### config.mk
export PLATFORM = sky130hd
export DESIGN_NAME = gelu_exp_term
export DESIGN_NICKNAME = d
export VERILOG_FILES = /design/src/rtl/gelu_pkg.sv /design/src/rtl/gelu_exp_term.sv
export SDC_FILE = /design/constraint.sdc
export NUM_CORES = 2
export LEC_CHECK = 0
export BUFFER_PORTS_ARGS = -buffer_cell sky130_fd_sc_hd__buf_2
export CAP_MARGIN = 20
export CORE_MARGIN = 5
export CORE_UTILIZATION = 37
export CTS_CLUSTER_SIZE = 30
export DETAILED_ROUTE_END_ITERATION = 8
export PLACE_DENSITY = 0.57
export SETUP_SLACK_MARGIN = 0.15
export SLEW_MARGIN = 30
export SYNTH_ARGS = -nofsm -noshare
export SYNTH_HDL_FRONTEND = slang
export SYNTH_SLANG_ARGS = --single-unit
### constraint.sdc
create_clock -name clk_i -period 5.5 [get_ports clk_i]
set_input_delay 0.55 -clock clk_i [delete_from_list [all_inputs] [get_ports clk_i]]
set_output_delay 0.55 -clock clk_i [all_outputs]
set_load 0.01 [all_outputs]
### src/rtl/gelu_pkg.sv
`timescale 1ns / 1ps
// ----------------------------------------------------------------------------
// gelu_pkg
// Shared constants for the GELU (tanh form) datapath: internal fixed-point
// widths, scaled coefficients and divider geometry.
// ----------------------------------------------------------------------------
package gelu_pkg;

  // Default sample format: signed Q4.11 in 16 bits
  localparam int DATA_WIDTH_DEF = 16;
  localparam int FRAC_BITS_DEF  = 11;

  // Internal fixed point: magnitudes carried in Q28
  localparam int QF  = 28;
  localparam int AW  = 31;  // |x| in Q28, below 8.0
  localparam int A2W = 34;  // a^2 in Q28
  localparam int A3W = 37;  // a^3 in Q28
  localparam int UW  = 34;  // inner term and tanh argument u in Q28
  localparam int VW  = 37;  // 2u in Q30
  localparam int RW  = 30;  // reduced argument, below ln2 in Q30
  localparam int PW  = 31;  // series value, up to 1.0 in Q30
  localparam int KW  = 5;   // ln2 multiple count
  localparam int K_MAX = 28;
  localparam int TW  = 29;  // tanh in Q28, up to 1.0
  localparam int MW  = 30;  // 1 +/- tanh in Q28
  localparam int PRW = 61;  // a * m

  // Series and divider geometry
  localparam int SERIES_TERMS = 12;
  localparam int DEN_W        = 32;
  localparam int NUM_W        = 59;
  localparam int QB           = 30;
  localparam int DIV_BITS     = 2;
  localparam int DIV_STAGES   = QB / DIV_BITS;

  // Scaled coefficients
  localparam logic [29:0] K_SQRT2PI_Q30 = 30'd856722023;
  localparam logic [19:0] K_CUBIC_Q24   = 20'd750193;
  localparam logic [29:0] K_LN2_Q30     = 30'd744261118;

  localparam logic [PW-1:0] ONE30 = PW'(64'd1 << 30);
  localparam logic [TW-1:0] ONE28 = TW'(64'd1 << 28);
  localparam logic [UW-1:0] U_SAT = UW'(64'd10 << 28);

endpackage

### src/rtl/gelu_exp_term.sv
`timescale 1ns / 1ps
// ----------------------------------------------------------------------------
// gelu_exp_term
// One Horner step of the exp(-r) series: p' = 1 - round(r * p / N).
// Three register stages; the divide by N is a reciprocal multiply with a
// single correction.
// ----------------------------------------------------------------------------
module gelu_exp_term #(
  parameter int N      = 1,
  parameter int SIDE_W = 1
) (
  input  logic                    clk_i,
  input  logic                    rst_ni,
  input  logic                    en_i,
  input  logic                    valid_i,
  input  logic [gelu_pkg::RW-1:0] r_i,
  input  logic [gelu_pkg::PW-1:0] p_i,
  input  logic [SIDE_W-1:0]       side_i,
  output logic                    valid_o,
  output logic [gelu_pkg::RW-1:0] r_o,
  output logic [gelu_pkg::PW-1:0] p_o,
  output logic [SIDE_W-1:0]       side_o
);

  localparam int RW = gelu_pkg::RW;
  localparam int PW = gelu_pkg::PW;
  localparam logic [32:0] RECIP = 33'((64'd1 << 32) / N);

  logic [2:0]        vld_q;
  logic [SIDE_W-1:0] side_a_q, side_b_q, side_c_q;
  logic [RW-1:0]     r_a_q, r_b_q, r_c_q;
  logic [60:0]       x_q;
  logic [PW-1:0]     y_q;
  logic [63:0]       prod_q;
  logic [PW-1:0]     p_q;

  logic [61:0] ysum;
  logic [PW-1:0] y_d;
  logic [63:0] prod_d;
  logic [PW-1:0] q0;
  logic [34:0] rem;
  logic [31:0] q;
  logic [PW-1:0] p_d;

  assign ysum   = 62'(x_q) + (62'(N) << 29);
  assign y_d    = PW'(ysum >> 30);
  assign prod_d = 64'(y_d) * 64'(RECIP);

  // Quotient estimate is exact or one short; fix it from the remainder
  assign q0  = prod_q[62:32];
  assign rem = 35'(y_q) - 35'(q0) * 35'(N);
  assign q   = 32'(q0) + 32'(rem >= 35'(N));
  assign p_d = (q >= 32'(gelu_pkg::ONE30)) ? '0 : PW'(32'(gelu_pkg::ONE30) - q);

  always_ff @(posedge clk_i or negedge rst_ni) begin
    if (!rst_ni) begin
      vld_q <= '0;
    end else if (en_i) begin
      vld_q <= {vld_q[1:0], valid_i};
    end
  end

  always_ff @(posedge clk_i) begin
    if (en_i) begin
      x_q      <= 61'(r_i) * 61'(p_i);
      r_a_q    <= r_i;
      side_a_q <= side_i;
      y_q      <= y_d;
      prod_q   <= prod_d;
      r_b_q    <= r_a_q;
      side_b_q <= side_a_q;
      p_q      <= p_d;
      r_c_q    <= r_b_q;
      side_c_q <= side_b_q;
    end
  end

  assign valid_o = vld_q[2];
  assign r_o     = r_c_q;
  assign p_o     = p_q;
  assign side_o  = side_c_q;

endmodule

==> qor.tcl <==
set qor(yosysSeqAreaShare) 0.154
set qor(dominantRegCellSynth) {sky130_fd_sc_hd__edfxtp_1}
set qor(worst_hold_slack_ps) 240
set qor(post_synth_num_cell_types) 58
set qor(clkSinkCount) 190
set qor(cts.root.buffer_cell) {sky130_fd_sc_hd__clkbuf_16}
set qor(io_pins) 129
set qor(per_instance_average_area_after_synthesis_um2) 9.91
set qor(dp_cells) 5323
set qor(layout_min_cycle_time_ps) 7180
set qor(timing.clock.skew_ps) 25.7
set qor(path_max_fanout) 5
set qor(layout_fillers) 9453
set qor(htreeDepth) 4
set qor(route.detailed.wl_per_inst_um) 18.4
set qor(critPathMostFrequentCell) {sky130_fd_sc_hd__fa_1}
set qor(post_layout_nonfiller_instances) 5409
set qor(initial_antenna_violation_count) 3
set qor(critPathArrivalTime_ps) 7410
set qor(grt_first_pass_wirelength_mm) 160
set qor(insertion_delay_ps) 500
set qor(globalRouteOverflowTotal) 0
set qor(buffer_ports.inserted) 128
set qor(per_cell_via_count_in_the_routed_design) 4.78
set qor(crit_slowest_cell) {sky130_fd_sc_hd__fa_2}
set qor(ys_ff_latch) 190
set qor(timing_hold_violations_final) 0
set qor(worst_slew_margin_rel) 0.384
set qor(routed-via-count) 25864
set qor(grt_max_degree) 91
set qor(synth_enable_flop_cells) 187
set qor(fin_crit_sh) 1.31
set qor(layout.area.seq_um2) 5690
set qor(clock_path_buffers) 2
set qor(drc_violation_count_after_routing) 0
set qor(critical_path_buf_inv_count) 10
set qor(timing_worst_setup_path_type) {in2reg}
set qor(gp_routability_congestion) 0.866
set qor(wl_mm) 99.3
set qor(antenna_violating_nets_post_route) 0
set qor(floorplan.die.width_um) 326
set qor(synthesis.instances) 3721
set qor(detailed_place_hpwl_mm) 83.1
set qor(rsz0062_at_grt) {true}
set qor(worst_slack_ps) -1680
set qor(design.core.area_um2) 98700
set qor(drive_gt1_frac) 0.206
set qor(critical_path.max_stage_delay_ps) 560
set qor(kind_of_cell_with_the_highest_combined_delay_on_the_critical_path) {adder cells}
set qor(mappedNetlistArea_um2) 36900
set qor(violations) {setup timing}
set qor(synth_fp_nets) 4842
set qor(initialDrtViolationCount) 1325
set qor(initial_core_util) 0.374
set qor(syn2layout_area_growth_pct) 20.8
set qor(yosysWarnings) 0
set qor(slew_viol_final) 0
set qor(detail_route.first_pass.iterations) 5
set qor(die_area_um2) 106000
set qor(max_slew.worst_pin.slew_ps) 924
set qor(setup_viol) 32
set qor(critical_path.endpoint_type) {register}
set qor(final_nets) 5229
set qor(multiInputGateArea_um2) 28400
set qor(cts_tree) {done}
set qor(synth_async_reset_ratio) 0.0158
set qor(cts_inserted_buffers) 17
set qor(std_cell_rows) 115
set qor(worstPathRequired_ps) 5730
set qor(outcome) {complete, but fails checks}
set qor(clk_pin_slew_ps) 80
set qor(min_path_type) {in2reg}
set qor(maxCapViolCount) 0
set qor(first_global_vias) 28873
set qor(highest_achievable_clock_rate_mhz) 139
set qor(worstSetupStartpointType) {primary input}
set qor(die_height_um) 326
set qor(grt_usage) 0.193
cell usage after synthesis, types with 4 or more instances:
master                     number  area [um2]
sky130_fd_sc_hd__inv_1        848        3180
sky130_fd_sc_hd__fa_1         807       16200
sky130_fd_sc_hd__and2_1       540        3380
sky130_fd_sc_hd__nand2_1      440        1650
sky130_fd_sc_hd__ha_1         248        3100
sky130_fd_sc_hd__clkbuf_1     196         736
sky130_fd_sc_hd__edfxtp_1     187        5620
sky130_fd_sc_hd__a21oi_1       56         280
sky130_fd_sc_hd__nor2_1        56         210
sky130_fd_sc_hd__xnor2_1       50         438
sky130_fd_sc_hd__a21o_1        37         278
sky130_fd_sc_hd__xor2_1        37         324
sky130_fd_sc_hd__nand3_1       33         165
sky130_fd_sc_hd__o21ai_0       25         125
sky130_fd_sc_hd__nand4_1       18         113
sky130_fd_sc_hd__nor3_1        15        75.1
sky130_fd_sc_hd__and3_1        13        81.3
sky130_fd_sc_hd__nor2b_1       10        62.6
sky130_fd_sc_hd__nor4_1         9        56.3
sky130_fd_sc_hd__o21bai_1       8        60.1
sky130_fd_sc_hd__a211oi_1       7        52.6
sky130_fd_sc_hd__a31oi_1        7        43.8
sky130_fd_sc_hd__nand2b_1       6        37.5
sky130_fd_sc_hd__a41oi_1        5        43.8
sky130_fd_sc_hd__or4_1          5        37.5
sky130_fd_sc_hd__a21boi_0       4        30.0
sky130_fd_sc_hd__o211ai_1       4        30.0
sky130_fd_sc_hd__o31ai_1        4        30.0
metal layers:
layer,vias up,track usage,share of wire
met5,-,0,0
met4,0,0.0493,0.024
met3,113,0.0187,0.030
met2,440,0.351,0.53
met1,13546,0.248,0.42
li1,11765,-,-
sequential cells by signal (all words and copies together), names as in the netlist:
signal / count
side_o: 1
x_q: 32
side_a_q: 1
r_b_q: 30
y_q: 31
p_o: 31
vld_q: 3
side_b_q: 1
r_a_q: 30
r_o: 30
logic make-up after synthesis:
| family | Yosys count | share of synthesized area |
|---|---|---|
| compound gates | 181 | 0.0318 |
| xor+xnor | 87 | 0.0207 |
| fa+ha+maj | 1055 | 0.522 |
| buf+inv | 1044 | 0.106 |
| flops | 190 | 0.154 |
| mux | 3 | 0.000916 |
| simple gates | 1161 | 0.164 |
layout by cell type, fill, tap and decap left out, drive strengths merged, types with 3 or more instances in the layout:
master / Yosys / routed
a31o: 3 / 3
a211oi: 7 / 7
buf: 0 / 558
inv: 848 / 854
edfxtp: 187 / 187
o21bai: 8 / 8
o211ai: 4 / 4
o31ai: 4 / 4
o21ai: 26 / 26
ha: 248 / 248
clkinv: 0 / 5
and3: 13 / 13
dfrtp: 3 / 3
o21a: 3 / 3
bufinv: 0 / 3
a21oi: 56 / 56
a21o: 37 / 37
fa: 807 / 807
nand4: 18 / 18
nand3: 34 / 34
nor3: 17 / 17
nor2b: 10 / 10
a21boi: 4 / 4
clkbuf: 196 / 21
xor2: 37 / 37
a41oi: 5 / 5
nand2b: 7 / 7
nand2: 440 / 440
nor4: 10 / 10
nor2: 56 / 56
xnor2: 50 / 50
mux2: 3 / 3
and2: 540 / 540
or4: 7 / 7
a31oi: 7 / 7
cell type report:
cell class / instances / share of cell area
antenna: 1 / 0.0000562
multi-input combinational: 2487 / 0.638
tap: 1287 / 0.0362
clock buffer: 17 / 0.00955
inverter: 848 / 0.0715
timing repair buffer: 564 / 0.111
sequential: 190 / 0.128
clock inverter: 15 / 0.00506
metrics by stage:
step / cell area [um2] / TNS [ps] / setup slack, ps / utilization
finish: 44500 / -44590 / -1680 / 0.451
global route: 44500 / -50120 / -1840 / 0.451
CTS: 44000 / -41700 / -1560 / 0.445
detailed placement: 41900 / -70650 / -2530 / 0.425
global placement: 41900 / -70230 / -2550 / 0.425
floorplan: 37600 / -41230 / -1610 / -
worst paths after layout:
check,start,end,slack [ps],depth (start not counted)
max,r_i[10],x_q[51],-1680,29
min,side_i,side_a_q,240,1
max reg2reg,y_q[8],p_o[24],2370,8
min reg2reg,r_a_q[23],r_b_q[23],400,0
max in group asynchronous,rst_ni,vld_q[0],5000,2
min in group asynchronous,rst_ni,vld_q[2],390,2
worst register-to-register path, cell delays in order (launching register included):
cell and delay (ps):
sky130_fd_sc_hd__edfxtp_1 480, sky130_fd_sc_hd__or4_4 590, sky130_fd_sc_hd__nor4_4 240, sky130_fd_sc_hd__nand3_2 190
sky130_fd_sc_hd__or3_4 400, sky130_fd_sc_hd__or4_4 470, sky130_fd_sc_hd__nor3_2 140, sky130_fd_sc_hd__xor2_1 80
sky130_fd_sc_hd__nor2_1 300
timing repair:
action	in CTS	in global routing
hold buffers	1	0
pin swaps	164	119
endpoints found under the hold margin	3	0
setup buffers	28	16
gates resized for setup	269	107
gates cloned	5	2
endpoints found under the setup margin	32	32
Power is not shown: default switching activity piles up to over one toggle a cycle in this logic, so the estimate is an artifact.
